[src/hdl/ccns_pkg.sv]
package ccns_pkg;

    // Largest frame dimension handled; coordinates and dimensions derive from it.
    localparam int C_MAX_DIM    = 4096;
    localparam int C_CRD_W      = $clog2(C_MAX_DIM);
    localparam int C_DIM_W      = C_CRD_W + 1;
    localparam int C_PROD_W     = 2 * C_DIM_W;
    localparam int C_CNT_W      = $clog2(C_CRD_W);
    localparam int C_PIX_W      = 8;
    localparam int C_CFG_IDX_W  = 2;
    localparam int C_FIFO_DEPTH = 4;
    localparam int C_FIFO_AW    = $clog2(C_FIFO_DEPTH);
    localparam int C_FIFO_CW    = $clog2(C_FIFO_DEPTH + 1);

    localparam logic [C_PIX_W-1:0] C_ALPHA_OPAQUE = 8'hFF;

    typedef enum logic [C_CFG_IDX_W-1:0] {
        CFG_FRAME_WIDTH  = 2'd0,
        CFG_FRAME_HEIGHT = 2'd1,
        CFG_OUT_SIZE     = 2'd2
    } t_cfg_idx;

    typedef struct packed {
        logic [C_PIX_W-1:0] blue;
        logic [C_PIX_W-1:0] green;
        logic [C_PIX_W-1:0] red;
        logic               sof;
    } t_item;

    typedef struct packed {
        logic [C_DIM_W-1:0] width;
        logic [C_DIM_W-1:0] height;
        logic [C_DIM_W-1:0] side;
        logic [C_DIM_W-1:0] n;
        logic [C_CRD_W-1:0] offx;
        logic [C_CRD_W-1:0] offy;
    } t_geom;

    typedef struct packed {
        logic               start;
        logic [C_DIM_W-1:0] mult;
        logic [C_DIM_W-1:0] side;
        logic [C_DIM_W-1:0] divisor;
    } t_div_req;

    typedef struct packed {
        logic               done;
        logic               ovf;
        logic [C_CRD_W-1:0] quot;
    } t_div_rsp;

    typedef enum logic [1:0] {
        DIV_IDLE,
        DIV_MUL,
        DIV_STEP
    } t_div_state;

    typedef enum logic [1:0] {
        BK_READY,
        BK_COL,
        BK_ROW
    } t_back_state;

    // Clamp a dimension register to 1..C_MAX_DIM.
    function automatic logic [C_DIM_W-1:0] sat_dim(input logic [C_DIM_W-1:0] v);
        logic [C_DIM_W-1:0] r;
        r = v;
        if (v == '0) begin
            r = C_DIM_W'(1);
        end else if (v > C_DIM_W'(C_MAX_DIM)) begin
            r = C_DIM_W'(C_MAX_DIM);
        end
        return r;
    endfunction

endpackage

[src/hdl/ccns_front.sv]
module ccns_front
    import ccns_pkg::*;
(
    input  logic  i_clk,
    input  logic  i_rst_n,
    input  logic  i_in_valid,
    output logic  o_in_stall,
    input  t_item i_item,
    output t_item o_head,
    output logic  o_head_valid,
    input  logic  i_pop
);

    t_item                 r_mem [C_FIFO_DEPTH];
    logic [C_FIFO_AW-1:0]  r_wr_ptr;
    logic [C_FIFO_AW-1:0]  r_rd_ptr;
    logic [C_FIFO_CW-1:0]  r_count;
    logic [C_FIFO_AW-1:0]  n_wr_ptr;
    logic [C_FIFO_AW-1:0]  n_rd_ptr;
    logic [C_FIFO_CW-1:0]  n_count;
    logic                  push;
    logic                  pop;

    assign o_in_stall   = (r_count == C_FIFO_CW'(C_FIFO_DEPTH));
    assign o_head_valid = (r_count != '0);
    assign o_head       = r_mem[r_rd_ptr];
    assign push         = i_in_valid && !o_in_stall;
    assign pop          = i_pop && o_head_valid;

    always_comb begin
        n_wr_ptr = push ? r_wr_ptr + 1'b1 : r_wr_ptr;
        n_rd_ptr = pop ? r_rd_ptr + 1'b1 : r_rd_ptr;
        n_count  = r_count;
        if (push && !pop) begin
            n_count = r_count + 1'b1;
        end else if (pop && !push) begin
            n_count = r_count - 1'b1;
        end
    end

    always_ff @(posedge i_clk) begin
        if (!i_rst_n) begin
            r_wr_ptr <= '0;
            r_rd_ptr <= '0;
            r_count  <= '0;
        end else begin
            r_wr_ptr <= n_wr_ptr;
            r_rd_ptr <= n_rd_ptr;
            r_count  <= n_count;
        end
    end

    always_ff @(posedge i_clk) begin
        if (push) begin
            r_mem[r_wr_ptr] <= i_item;
        end
    end

endmodule

[src/hdl/ccns_div.sv]
module ccns_div
    import ccns_pkg::*;
(
    input  logic     i_clk,
    input  logic     i_rst_n,
    input  t_div_req i_req,
    output t_div_rsp o_rsp
);

    // Computes mult * side / divisor: a multiply state, then one
    // restoring-division step per quotient bit.
    t_div_state           r_state;
    t_div_state           n_state;
    logic                 r_done;
    logic                 n_done;
    logic [C_DIM_W-1:0]   r_mult;
    logic [C_DIM_W-1:0]   r_side;
    logic [C_DIM_W-1:0]   r_div;
    logic [C_DIM_W-1:0]   r_rem;
    logic [C_CRD_W-1:0]   r_low;
    logic [C_CNT_W-1:0]   r_cnt;
    logic                 r_ovf;
    logic [C_PROD_W-1:0]  prod;
    logic [C_DIM_W:0]     trial;
    logic                 fits;
    logic                 last_step;

    assign prod      = r_mult * r_side;
    assign trial     = {r_rem, r_low[C_CRD_W-1]};
    assign fits      = (trial >= {1'b0, r_div});
    assign last_step = (r_cnt == C_CNT_W'(C_CRD_W - 1));

    assign o_rsp.done = r_done;
    assign o_rsp.ovf  = r_ovf;
    assign o_rsp.quot = r_low;

    always_comb begin
        n_state = r_state;
        n_done  = 1'b0;
        case (r_state)
            DIV_IDLE: begin
                if (i_req.start) begin
                    n_state = DIV_MUL;
                end
            end
            DIV_MUL: begin
                n_state = DIV_STEP;
            end
            DIV_STEP: begin
                if (last_step) begin
                    n_state = DIV_IDLE;
                    n_done  = 1'b1;
                end
            end
            default: begin
                n_state = DIV_IDLE;
            end
        endcase
    end

    always_ff @(posedge i_clk) begin
        if (!i_rst_n) begin
            r_state <= DIV_IDLE;
            r_done  <= 1'b0;
        end else begin
            r_state <= n_state;
            r_done  <= n_done;
        end
    end

    always_ff @(posedge i_clk) begin
        case (r_state)
            DIV_IDLE: begin
                r_mult <= i_req.mult;
                r_side <= i_req.side;
                r_div  <= i_req.divisor;
            end
            DIV_MUL: begin
                // A high part at or above the divisor means the quotient does not fit
                // the coordinate width.
                r_ovf <= (prod[C_PROD_W-1:C_CRD_W] >= {1'b0, r_div});
                r_rem <= prod[C_CRD_W +: C_DIM_W];
                r_low <= prod[C_CRD_W-1:0];
                r_cnt <= '0;
            end
            DIV_STEP: begin
                if (fits) begin
                    r_rem <= C_DIM_W'(trial - {1'b0, r_div});
                end else begin
                    r_rem <= trial[C_DIM_W-1:0];
                end
                r_low <= {r_low[C_CRD_W-2:0], fits};
                r_cnt <= r_cnt + 1'b1;
            end
            default: begin
                r_cnt <= '0;
            end
        endcase
    end

endmodule

[src/hdl/ccns_back.sv]
module ccns_back
    import ccns_pkg::*;
(
    input  logic               i_clk,
    input  logic               i_rst_n,
    input  t_geom              i_geom,
    input  logic               i_cfg_wr,
    input  t_item              i_head,
    input  logic               i_head_valid,
    output logic               o_pop,
    output t_div_req           o_div_req,
    input  t_div_rsp           i_div_rsp,
    output logic               o_out_valid,
    input  logic               i_out_stall,
    output logic [C_PIX_W-1:0] o_out_blue,
    output logic [C_PIX_W-1:0] o_out_green,
    output logic [C_PIX_W-1:0] o_out_red,
    output logic [C_CRD_W-1:0] o_out_col,
    output logic [C_CRD_W-1:0] o_out_row,
    output logic               o_frame_done
);

    t_back_state        r_state;
    t_back_state        n_state;
    logic               r_dirty;
    logic               n_dirty;
    logic [C_CRD_W-1:0] r_src_col;
    logic [C_DIM_W-1:0] r_src_row;
    logic [C_CRD_W-1:0] r_dst_col;
    logic [C_DIM_W-1:0] r_dst_row;
    logic [C_DIM_W-1:0] r_wanted_col;
    logic [C_DIM_W-1:0] r_wanted_row;
    logic               r_out_valid;
    logic [C_PIX_W-1:0] r_out_blue;
    logic [C_PIX_W-1:0] r_out_green;
    logic [C_PIX_W-1:0] r_out_red;
    logic [C_CRD_W-1:0] r_out_col;
    logic [C_CRD_W-1:0] r_out_row;
    logic               r_frame_done;

    logic [C_CRD_W-1:0] b_src_col;
    logic [C_DIM_W-1:0] b_src_row;
    logic [C_CRD_W-1:0] b_dst_col;
    logic [C_DIM_W-1:0] b_dst_row;
    logic [C_DIM_W-1:0] want_col;
    logic [C_DIM_W-1:0] want_row;
    logic               hit;
    logic               out_free;
    logic               pop;
    logic [C_DIM_W-1:0] col_inc;
    logic [C_DIM_W-1:0] scol_inc;
    logic [C_CRD_W-1:0] n_dst_col;
    logic [C_DIM_W-1:0] n_dst_row;
    logic [C_CRD_W-1:0] n_src_col;
    logic [C_DIM_W-1:0] n_src_row;
    logic [C_DIM_W-1:0] quot_ext;

    // A start mark restarts the counters before the pixel is matched.
    always_comb begin
        b_src_col = i_head.sof ? '0 : r_src_col;
        b_src_row = i_head.sof ? '0 : r_src_row;
        b_dst_col = i_head.sof ? '0 : r_dst_col;
        b_dst_row = i_head.sof ? '0 : r_dst_row;
        want_col  = i_head.sof ? {1'b0, i_geom.offx} : r_wanted_col;
        want_row  = i_head.sof ? {1'b0, i_geom.offy} : r_wanted_row;
        hit       = (b_dst_row < i_geom.n) && (b_src_row == want_row)
                    && ({1'b0, b_src_col} == want_col);
    end

    assign out_free = !r_out_valid || !i_out_stall;
    assign pop      = (r_state == BK_READY) && !r_dirty && i_head_valid
                      && (!hit || out_free);
    assign o_pop    = pop;

    always_comb begin
        col_inc   = {1'b0, b_dst_col} + 1'b1;
        n_dst_col = b_dst_col;
        n_dst_row = b_dst_row;
        if (hit) begin
            if (col_inc >= i_geom.n) begin
                n_dst_col = '0;
                n_dst_row = b_dst_row + 1'b1;
            end else begin
                n_dst_col = col_inc[C_CRD_W-1:0];
            end
        end

        scol_inc  = {1'b0, b_src_col} + 1'b1;
        n_src_col = b_src_col;
        n_src_row = b_src_row;
        if (b_src_row < i_geom.height) begin
            if (scol_inc >= i_geom.width) begin
                n_src_col = '0;
                n_src_row = b_src_row + 1'b1;
            end else begin
                n_src_col = scol_inc[C_CRD_W-1:0];
            end
        end
        if (n_src_row > i_geom.height) begin
            n_src_row = i_geom.height;
        end
    end

    assign quot_ext = {1'b0, i_div_rsp.quot};

    // Recompute the wanted source position whenever the output position or the
    // geometry has changed: column first, then row, on the shared divider.
    always_comb begin
        n_state             = r_state;
        n_dirty             = r_dirty;
        o_div_req.start     = 1'b0;
        o_div_req.mult      = {1'b0, r_dst_col};
        o_div_req.side      = i_geom.side;
        o_div_req.divisor   = i_geom.n;
        case (r_state)
            BK_READY: begin
                if (r_dirty) begin
                    o_div_req.start = 1'b1;
                    n_dirty         = 1'b0;
                    n_state         = BK_COL;
                end
            end
            BK_COL: begin
                if (i_div_rsp.done) begin
                    o_div_req.start = 1'b1;
                    o_div_req.mult  = r_dst_row;
                    n_state         = BK_ROW;
                end
            end
            BK_ROW: begin
                if (i_div_rsp.done) begin
                    n_state = BK_READY;
                end
            end
            default: begin
                n_state = BK_READY;
            end
        endcase
        if (pop && hit) begin
            n_dirty = 1'b1;
        end
        if (i_cfg_wr) begin
            n_dirty = 1'b1;
        end
    end

    // A quotient too wide for a coordinate lies past every source pixel, so the
    // wanted position is parked at a value no counter can reach.
    always_ff @(posedge i_clk) begin
        if (!i_rst_n) begin
            r_state      <= BK_READY;
            r_dirty      <= 1'b1;
            r_src_col    <= '0;
            r_src_row    <= '0;
            r_dst_col    <= '0;
            r_dst_row    <= '0;
            r_wanted_col <= '0;
            r_wanted_row <= '0;
            r_out_valid  <= 1'b0;
        end else begin
            r_state <= n_state;
            r_dirty <= n_dirty;
            if (pop) begin
                r_src_col <= n_src_col;
                r_src_row <= n_src_row;
                r_dst_col <= n_dst_col;
                r_dst_row <= n_dst_row;
                if (i_head.sof) begin
                    r_wanted_col <= {1'b0, i_geom.offx};
                    r_wanted_row <= {1'b0, i_geom.offy};
                end
            end
            if ((r_state == BK_COL) && i_div_rsp.done) begin
                r_wanted_col <= i_div_rsp.ovf ? '1 : ({1'b0, i_geom.offx} + quot_ext);
            end
            if ((r_state == BK_ROW) && i_div_rsp.done) begin
                r_wanted_row <= i_div_rsp.ovf ? '1 : ({1'b0, i_geom.offy} + quot_ext);
            end
            if (out_free) begin
                r_out_valid <= pop && hit;
            end
        end
    end

    always_ff @(posedge i_clk) begin
        if (pop && hit) begin
            r_out_blue   <= i_head.blue;
            r_out_green  <= i_head.green;
            r_out_red    <= i_head.red;
            r_out_col    <= b_dst_col;
            r_out_row    <= b_dst_row[C_CRD_W-1:0];
            r_frame_done <= (n_dst_row >= i_geom.n);
        end
    end

    assign o_out_valid  = r_out_valid;
    assign o_out_blue   = r_out_blue;
    assign o_out_green  = r_out_green;
    assign o_out_red    = r_out_red;
    assign o_out_col    = r_out_col;
    assign o_out_row    = r_out_row;
    assign o_frame_done = r_frame_done;

endmodule

[src/hdl/center_crop_nearest_scaler.sv]
// Center-crop nearest-neighbor downscaler. Source pixels enter in raster order, one item
// per pixel, with start_of_frame set on the first pixel of each frame; a stream that starts
// without a mark counts as a frame begun at reset. The block crops the centered square of
// side S = min(frame_width, frame_height) and resamples it to an N x N image, N = out_size
// clamped to S, emitting each chosen source pixel once with alpha 255, its output column and
// row, and frame_done on the last output pixel of the frame. Registers are clamped to 1..4096
// when used and should be written only while the block is idle; a write takes effect at once.
// Items pass through a four-entry input queue. An item that yields no output pixel is
// retired without a recompute. After every emitted pixel, and after every register write,
// the block recomputes the next wanted source position on one shared multiply-and-divide
// unit (a multiply state plus twelve divide steps, run once for the column and once for the
// row), and the next queued item is examined only once that is done; the queue keeps
// taking items meanwhile until it is full. Since at most one source pixel in S/N is
// picked, the sustained rate stays near one item per cycle while the output does not stall
// and S/N is large, and falls for a small crop ratio, as each pick waits for a recompute.
module center_crop_nearest_scaler
    import ccns_pkg::*;
(
    input  logic                   i_clk,
    input  logic                   i_rst_n,

    input  logic                   i_cfg_valid,
    output logic                   o_cfg_ready,
    input  logic [C_CFG_IDX_W-1:0] i_cfg_index,
    input  logic [C_DIM_W-1:0]     i_cfg_data,

    input  logic                   i_in_valid,
    output logic                   o_in_stall,
    input  logic [C_PIX_W-1:0]     i_pixel_blue,
    input  logic [C_PIX_W-1:0]     i_pixel_green,
    input  logic [C_PIX_W-1:0]     i_pixel_red,
    input  logic                   i_start_of_frame,

    output logic                   o_out_valid,
    input  logic                   i_out_stall,
    output logic [C_PIX_W-1:0]     o_out_blue,
    output logic [C_PIX_W-1:0]     o_out_green,
    output logic [C_PIX_W-1:0]     o_out_red,
    output logic [C_PIX_W-1:0]     o_out_alpha,
    output logic [C_CRD_W-1:0]     o_out_col,
    output logic [C_CRD_W-1:0]     o_out_row,
    output logic                   o_frame_done
);

    // Configuration registers keep the written bits; clamping happens on use.
    logic [C_DIM_W-1:0] r_frame_width;
    logic [C_DIM_W-1:0] r_frame_height;
    logic [C_DIM_W-1:0] r_out_size;
    logic               cfg_wr;

    t_geom              geom;
    logic [C_DIM_W-1:0] w_sat;
    logic [C_DIM_W-1:0] h_sat;
    logic [C_DIM_W-1:0] n_sat;
    logic [C_DIM_W-1:0] side;
    logic [C_DIM_W-1:0] dx;
    logic [C_DIM_W-1:0] dy;

    t_item              in_item;
    t_item              head;
    logic               head_valid;
    logic               pop;
    t_div_req           div_req;
    t_div_rsp           div_rsp;

    // The port never refuses a write.
    assign o_cfg_ready = 1'b1;
    assign cfg_wr      = i_cfg_valid && o_cfg_ready;

    always_ff @(posedge i_clk) begin
        if (!i_rst_n) begin
            r_frame_width  <= C_DIM_W'(1920);
            r_frame_height <= C_DIM_W'(1080);
            r_out_size     <= C_DIM_W'(256);
        end else if (cfg_wr) begin
            case (t_cfg_idx'(i_cfg_index))
                CFG_FRAME_WIDTH:  r_frame_width  <= i_cfg_data;
                CFG_FRAME_HEIGHT: r_frame_height <= i_cfg_data;
                CFG_OUT_SIZE:     r_out_size     <= i_cfg_data;
                default: begin
                end
            endcase
        end
    end

    // Crop geometry: square side, its centered offsets, and the clamped output side.
    always_comb begin
        w_sat = sat_dim(r_frame_width);
        h_sat = sat_dim(r_frame_height);
        n_sat = sat_dim(r_out_size);
        side  = (w_sat < h_sat) ? w_sat : h_sat;
        dx    = w_sat - side;
        dy    = h_sat - side;

        geom.width  = w_sat;
        geom.height = h_sat;
        geom.side   = side;
        geom.n      = (n_sat > side) ? side : n_sat;
        geom.offx   = dx[C_DIM_W-1:1];
        geom.offy   = dy[C_DIM_W-1:1];
    end

    assign in_item.blue  = i_pixel_blue;
    assign in_item.green = i_pixel_green;
    assign in_item.red   = i_pixel_red;
    assign in_item.sof   = i_start_of_frame;

    ccns_front u_front (
        .i_clk        (i_clk),
        .i_rst_n      (i_rst_n),
        .i_in_valid   (i_in_valid),
        .o_in_stall   (o_in_stall),
        .i_item       (in_item),
        .o_head       (head),
        .o_head_valid (head_valid),
        .i_pop        (pop)
    );

    ccns_div u_div (
        .i_clk   (i_clk),
        .i_rst_n (i_rst_n),
        .i_req   (div_req),
        .o_rsp   (div_rsp)
    );

    ccns_back u_back (
        .i_clk        (i_clk),
        .i_rst_n      (i_rst_n),
        .i_geom       (geom),
        .i_cfg_wr     (cfg_wr),
        .i_head       (head),
        .i_head_valid (head_valid),
        .o_pop        (pop),
        .o_div_req    (div_req),
        .i_div_rsp    (div_rsp),
        .o_out_valid  (o_out_valid),
        .i_out_stall  (i_out_stall),
        .o_out_blue   (o_out_blue),
        .o_out_green  (o_out_green),
        .o_out_red    (o_out_red),
        .o_out_col    (o_out_col),
        .o_out_row    (o_out_row),
        .o_frame_done (o_frame_done)
    );

    // Every output pixel is opaque.
    assign o_out_alpha = C_ALPHA_OPAQUE;

endmodule

[config.mk]
export PLATFORM = sky130hd
export DESIGN_NAME = center_crop_nearest_scaler
export DESIGN_NICKNAME = d
export VERILOG_FILES = /design/src/hdl/ccns_pkg.sv /design/src/hdl/ccns_front.sv /design/src/hdl/ccns_div.sv /design/src/hdl/ccns_back.sv /design/src/hdl/center_crop_nearest_scaler.sv
export SDC_FILE = /design/constraint.sdc
export NUM_CORES = 1
export LEC_CHECK = 0
export BUFFER_PORTS_ARGS = -buffer_cell sky130_fd_sc_hd__buf_2
export CORE_MARGIN = 3
export CORE_UTILIZATION = 42
export CTS_CLUSTER_DIAMETER = 150
export CTS_CLUSTER_SIZE = 8
export DETAILED_ROUTE_END_ITERATION = 8
export SLEW_MARGIN = 20
export SYNTH_ARGS = -nofsm -noshare
export SYNTH_HDL_FRONTEND = slang
export SYNTH_SLANG_ARGS = --single-unit
[constraint.sdc]
create_clock -name i_clk -period 19.1 [get_ports i_clk]
set_input_delay 2.865 -clock i_clk [delete_from_list [all_inputs] [get_ports i_clk]]
set_output_delay 2.865 -clock i_clk [all_outputs]
set_load 0.05 [all_outputs]
==> results of run 1 <==
## layout make-up
| cell class | instances | area share [%] |
|---|---|---|
| Clock buffer | 80 | 4.610 |
| Clock inverter | 3 | 0.1761 |
| Inverter | 263 | 3.390 |
| Multi-Input combinational cell | 2065 | 54.49 |
| Sequential cell | 349 | 31.49 |
| Tap cell | 837 | 3.596 |
| Timing Repair Buffer | 119 | 2.251 |
## worst min-delay path: stages (launching register included)
cell	delay, ns
dfxtp_1	0.31
nand2_1	0.05
a21oi_1	0.05
## cells by family (layout without fill, tap and decap cells)
group | count (synthesis) | in the layout
compound gates | 591 | 591
xor+xnor | 122 | 122
fa+ha+maj | 381 | 381
buf+inv | 395 | 465
flops | 349 | 349
mux | 52 | 52
other cells | 1 | 9
simple gates | 910 | 910
## power by group through the flow
stage	clock, mW	sequential (mW)	combinational, mW
detailed placement	0	1.26	3.70
CTS	0.830	1.25	3.76
finish	0.807	1.25	3.72
global placement	0	1.26	3.64
floorplan	0	1.10	2.84
global route	0.860	1.27	4.26
## cells in the mapped netlist, types with 6 or more instances
master,n
a211o_1,8
a211oi_1,26
a21o_1,48
a21oi_1,178
a221oi_1,7
a22o_1,9
a31oi_1,14
and2_1,80
and3_1,23
buf_1,12
buf_4,10
clkbuf_1,100
dfxtp_1,131
edfxtp_1,218
fa_1,127
ha_1,253
inv_1,263
mux2_2,8
mux2i_1,19
mux4_2,25
nand2_1,384
nand2b_1,20
nand3_1,57
nand3b_1,6
nand4_1,28
nor2_1,147
nor2b_1,69
nor3_1,27
nor4_1,20
o211ai_1,20
o21a_1,32
o21ai_0,129
o21bai_1,16
o22ai_1,16
o31ai_1,16
or3_1,15
xnor2_1,83
xor2_1,38
## worst min path at each step
stage	slack [ns]	cells after the start	to
2_1_floorplan	0.44	2	r_frame_width[0]
3_3_place_gp	0.46	2	u_back.r_src_row[0]
3_5_place_dp	0.46	2	r_out_size[1]
4_1_cts	0.47	2	r_out_size[1]
5_1_grt	0.49	2	r_out_size[10]
6_report	0.46	2	r_out_size[1]
## sequential cells by signal (all words and copies together), names as in the netlist, 4 cells and up, named ones only
name                 count
r_frame_height          13
r_frame_width           13
r_out_size              13
u_back.o_out_blue        8
u_back.o_out_col        12
u_back.o_out_green       8
u_back.o_out_red         8
u_back.o_out_row        12
u_back.r_dst_col        12
u_back.r_dst_row        13
u_back.r_src_col        12
u_back.r_src_row        13
u_back.r_wanted_col     13
u_back.r_wanted_row     13
u_div.r_cnt              4
u_div.r_div             13
u_div.r_low             12
u_div.r_mult            13
u_div.r_rem             13
u_div.r_side            13
u_front.r_mem          100
## layer usage
layer / vias up / share of wire [%]
li1: 9851 / -
met1: 10500 / 44
met2: 694 / 48
met3: 147 / 5.4
met4: 0 / 2.8
met5: - / 0
## metrics by stage
step | util, % | instance area [µm²] | instances
after floorplan | - | 26550 | 2809
after global placement | 44.67 | 27720 | 3633
after detailed placement | 44.67 | 27720 | 3633
after CTS | 46.91 | 29110 | 3716
after global routing | 46.93 | 29120 | 3716
final | 46.93 | 29120 | 3716
==> impl_metrics.env, run 1 <==
export IMPL_status="finished, final reports clean"
export IMPL_hold_buffers=0
export IMPL_worstPathArrival_ns=11.04
export IMPL_skew_ns=0.02697
export IMPL_gp_congestion=0.9582
export IMPL_postCtsSetupBuffers=0
export IMPL_hold_start="r_out_size[1]"
export IMPL_setup_tns_ns=0
export IMPL_drive_gt1_share_pct=8.545
export IMPL_num_io_pins=105
export IMPL_synth_top_cell_area_share_pct=24.68
export IMPL_die_area_um2=66200
export IMPL_synth_simple_gate_area_share_pct=16.34
export IMPL_die_y_um=257.3
export IMPL_max_cap_viol_count=0
export IMPL_core_rowCount=91
export IMPL_place_ws_ns=8.535
export IMPL_ctsResizeCount=0
export IMPL_area_growth_synth_to_final_pct=9.798
export IMPL_endpoint_kind="flop"
export IMPL_power_frac_comb_pct=64.4
export IMPL_antenna_left=0
export IMPL_gr_total_overflow=0
export IMPL_setup_slack_ns=8.401
export IMPL_synth_top_cell_by_area="edfxtp_1"
export IMPL_multiInputGateArea_um2=15870
export IMPL_finalNetCount=3272
export IMPL_io_buffers=95
export IMPL_num_vias=21190
export IMPL_cts_buffers=49
export IMPL_synth_top_cells_by_area="edfxtp_1 (25%), ha_1 (12%), dfxtp_1 (9.9%)"
export IMPL_seqPwrFrac_pct=21.7
export IMPL_coreArea_um2=62050
export IMPL_fmax_ghz=0.09347
export IMPL_wl_um=80690
export IMPL_start_util_pct=42.74
export IMPL_share_clk_of_total_power_pct=14.0
export IMPL_die_x_um=257.3
export IMPL_antenna_found_initial=1
export IMPL_r2r_slack_ns=8.40
export IMPL_mostFrequentLayoutCells="nand2_1 (384), inv_1 (262), ha_1 (251)"
export IMPL_clk_path_buf_depth=3
export IMPL_antennaDiodeCount=0
export IMPL_p_leak_nw=12.49
export IMPL_grt_util_all_layers_pct=24.42
export IMPL_synthAdderAreaFrac_pct=21.56
export IMPL_syn_instance_count=2801
export IMPL_r2r_cells=47
export IMPL_grt_setup_unrepaired="no"
export IMPL_final_common_cell="nand2_1"
export IMPL_crit_top_cell="o21ai_0"
export IMPL_synth_compound_area_share_pct=14.39
export IMPL_rr_endpoint="u_back.o_frame_done"
export IMPL_worstSetupStartpointType="flop"
export IMPL_muxShareOfSynthArea_pct=3.179
export IMPL_vdd_drop_max_v=0.0002359
export IMPL_use_met2_pct=41.29
export IMPL_top_usage_layer="met2"
export IMPL_fill_cells=5852
export IMPL_ys_warn_count=0
export IMPL_netSwitchingFraction_pct=46.88
export IMPL_cp_depth=47
export IMPL_cp_required_ns=19.44
export IMPL_drt_pass1_iterations=6
export IMPL_synth_edf_count=218
export IMPL_crit_fanout=20
export IMPL_grt_max_degree=64
export IMPL_setup_viol=0
export IMPL_hpwl_um=61780
export IMPL_powerDensity_nw_per_um2=198.4
export IMPL_holdWs_ns=0.4648
export IMPL_clockRootBuffer="clkbuf_16"
export IMPL_synth_top_family_by_area="adder cells"
export IMPL_ctsHtreeMaxLevel=2
export IMPL_clk_pin_slew_ns=0.06
export IMPL_critical_path_class="flop to flop"
export IMPL_r2r_start="r_frame_height[12]"
export IMPL_cp_startpoint="r_frame_height[12]"
export IMPL_critical_path_endpoint="u_back.o_frame_done"
export IMPL_synth_xor_area_share_pct=4.057
export IMPL_power_mw=5.778
export IMPL_cp_num_buf_inv=4
export IMPL_clock_sinks=349
export IMPL_cts_tree="yes"
export IMPL_drv_slew=0
export IMPL_met3_usage_pct=3.041
export IMPL_synth_seq_cells=349
export IMPL_met1_usage_pct=32.97
export IMPL_grt_pass1_wl_um=126200
export IMPL_slew_headroom_pct=29.31
export IMPL_yosysUniqueCellTypes=92
export IMPL_hold_viol_final=0
export IMPL_synth_top_flop_cell="edfxtp_1"
export IMPL_async_flop_share_pct=0
export IMPL_final_seq_area_um2=9170
export IMPL_synth_avg_cell_area_um2=9.470
export IMPL_cp_slowest_cell="o21ai_0"
export IMPL_power_internal_mw=3.069
export IMPL_min_path_type="flop to flop"
export IMPL_slowest_delay_ns=0.67
export IMPL_p_switching_mw=2.709
export IMPL_route_detailed_drc=0
export IMPL_min_period_over_period_pct=56.02
export IMPL_path_delay_family="compound AO/OA/AOI/OAI gates"
export IMPL_netlist_area_um2=26520
export IMPL_wire_per_inst_um=21.72
export IMPL_viasPerCell=5.702
export IMPL_tightest_slew_ns=1.060
export IMPL_post_route_min_period_ns=10.70
export IMPL_grt_pass1_vias=21290
export IMPL_yosysSeqAreaShare_pct=34.57
export IMPL_clkLatencyLatePin_ns=0.59
export IMPL_drt_iter0_markers=1779
(Power assumes the default switching activity.)
==> inputs of run 2 (changes only) <==
Clock period 19.1 ns to 9.8 ns, I/O delays scaled along.
==> run 2 against run 1 <==
Effect of this change:
- count of clock-buffer cells in the layout increased by 2
- critical path depth is 3 lower
- first-iteration DRC count is 5.5% higher
- largest power group unchanged
- fmax is 17% higher
- sequential power is 94% higher
- critical path type unchanged
- largest cell class unchanged
- non-clock buffer count is 41 higher
- core utilization increased by 0.67 points
==> impl_metrics.env, run 2 (synthesis gave the netlist of run 1 again) <==
export IMPL_status="finished, final reports clean"
export IMPL_antenna_left=0
export IMPL_area_growth_synth_to_final_pct=11.35
export IMPL_hpwl_um=61700
export IMPL_cp_required_ns=10.16
export IMPL_clk_pin_slew_ns=0.06
export IMPL_antenna_found_initial=0
export IMPL_slew_headroom_pct=28.92
export IMPL_grt_pass1_wl_um=127300
export IMPL_worstSetupStartpointType="flop"
export IMPL_crit_top_cell="o21ai_0"
export IMPL_io_buffers=95
export IMPL_seqPwrFrac_pct=21.5
export IMPL_clock_sinks=349
export IMPL_grt_pass1_vias=21850
export IMPL_path_delay_family="compound AO/OA/AOI/OAI gates"
export IMPL_grt_max_degree=67
export IMPL_power_frac_comb_pct=64.4
export IMPL_tightest_slew_ns=1.062
export IMPL_coreArea_um2=62050
export IMPL_power_internal_mw=6.046
export IMPL_critical_path_class="flop to flop"
export IMPL_netSwitchingFraction_pct=46.64
export IMPL_viasPerCell=5.730
export IMPL_wl_met1_um=34810
export IMPL_vdd_drop_max_v=0.0004837
export IMPL_hold_buffers=0
export IMPL_mostFrequentLayoutCells="nand2_1 (384), inv_1 (261), ha_1 (251)"
export IMPL_endpoint_kind="flop"
export IMPL_met3RoutedLength_um=5514
export IMPL_die_y_um=257.3
export IMPL_slowest_delay_ns=0.44
export IMPL_crit_fanout=25
export IMPL_skew_ns=0.02636
export IMPL_drv_slew=0
export IMPL_clockRootBuffer="clkbuf_16"
export IMPL_p_switching_mw=5.283
export IMPL_largest_reg_flops=100
export IMPL_wl_met2_um=38210
export IMPL_setup_slack_ns=0.6467
export IMPL_min_period_over_period_pct=93.40
export IMPL_drt_pass1_iterations=5
export IMPL_gp_congestion=1.000
export IMPL_grt_util_all_layers_pct=24.52
export IMPL_ctsHtreeMaxLevel=2
export IMPL_post_route_min_period_ns=9.153
export IMPL_post_route_util_pct=47.60
export IMPL_drt_iter0_markers=1877
export IMPL_cp_slowest_cell="dfxtp_2"
export IMPL_setup_viol=0
export IMPL_core_rowCount=91
export IMPL_r2r_slack_ns=0.65
export IMPL_finalNetCount=3314
export IMPL_gr_total_overflow=0
export IMPL_share_clk_of_total_power_pct=14.1
export IMPL_drive_gt1_share_pct=10.20
export IMPL_num_io_pins=105
export IMPL_cts_tree="yes"
export IMPL_wire_per_inst_um=21.72
export IMPL_cts_buffers=49
export IMPL_die_x_um=257.3
export IMPL_postPlaceCellArea_um2=28000
export IMPL_powerDensity_nw_per_um2=383.6
export IMPL_p_leak_nw=12.70
export IMPL_antennaDiodeCount=0
export IMPL_min_path_type="flop to flop"
export IMPL_clk_path_buf_depth=3
export IMPL_num_vias=21540
export IMPL_cp_num_buf_inv=6
export IMPL_clkLatencyLatePin_ns=0.60
export IMPL_highest_layer="met4"
export IMPL_fmax_ghz=0.1093
export IMPL_die_area_um2=66200
export IMPL_final_area_um2=29540
export IMPL_hold_viol_final=0
export IMPL_max_cap_viol_count=0
export IMPL_largest_register="u_front.r_mem"
export IMPL_worstPathArrival_ns=9.51
export IMPL_wl_um=81650
export IMPL_place_ws_ns=0.03718
export IMPL_final_common_cell="nand2_1"
export IMPL_start_util_pct=42.74
export IMPL_route_detailed_drc=0
==> run 2: worst paths after layout <==
kind | startpoint | end | cells after the start
setup / recovery | r_frame_height[12] | u_back.o_frame_done | 44
setup reg to reg | r_frame_height[12] | u_back.o_frame_done | 44
hold reg to reg | r_frame_height[0] | r_frame_height[0] | 2
hold / removal | r_frame_height[0] | r_frame_height[0] | 2
==> run 2: timing repair <==
item / in CTS / in global routing
setup buffers: 0 / 7
gates resized for setup: 0 / 12
endpoints found under the setup margin: 0 / 1
==> run 2: worst reg2reg max path: cells and delay by family, from the launching register on <==
kind / cells / cell delay [ns]
XOR/XNOR: 1 / 0.15
flip-flops: 1 / 0.44
AO/OA/AOI/OAI: 18 / 3.34
buffers and inverters: 6 / 1.10
AND/OR/NAND/NOR: 15 / 2.65
adder cells (fa/ha/maj): 4 / 1.24
==> run 2: through the flow <==
step	total power [mW]	std cells	hold slack, ns	TNS, ns
floorplan	7.687	2809	0.4357	0
global placement	9.575	3667	0.4631	0
detailed placement	9.718	3667	0.4659	0
CTS	11.42	3752	0.4732	0
global route	12.49	3760	0.4931	-0.04961
finish	11.33	3760	0.4700	0
==> run 2: area by class of cell <==
type | instances | area [µm²]
Tap cell | 837 | 1047
Fill cell | 5791 | 32520
Multi-Input combinational cell | 2066 | 15910
Timing Repair Buffer | 160 | 988.4
Clock inverter | 3 | 68.82
Inverter | 263 | 991.0
Sequential cell | 349 | 9175
Clock buffer | 82 | 1360
==> run 2: power groups by stage <==
stage | sequential, mW | clock (mW) | combinational, mW
global placement | 2.44 | 0 | 7.13
finish | 2.43 | 1.60 | 7.30
global route | 2.46 | 1.69 | 8.33
CTS | 2.43 | 1.64 | 7.36
floorplan | 2.15 | 0 | 5.54
detailed placement | 2.45 | 0 | 7.26
==> run 2: routing by layer <==
layer / global-route usage, % / vias up
li1: - / 9958
met1: 32.76 / 10620
met5: 0 / -
met2: 40.32 / 781
met4: 8.973 / 0
met3: 3.907 / 189
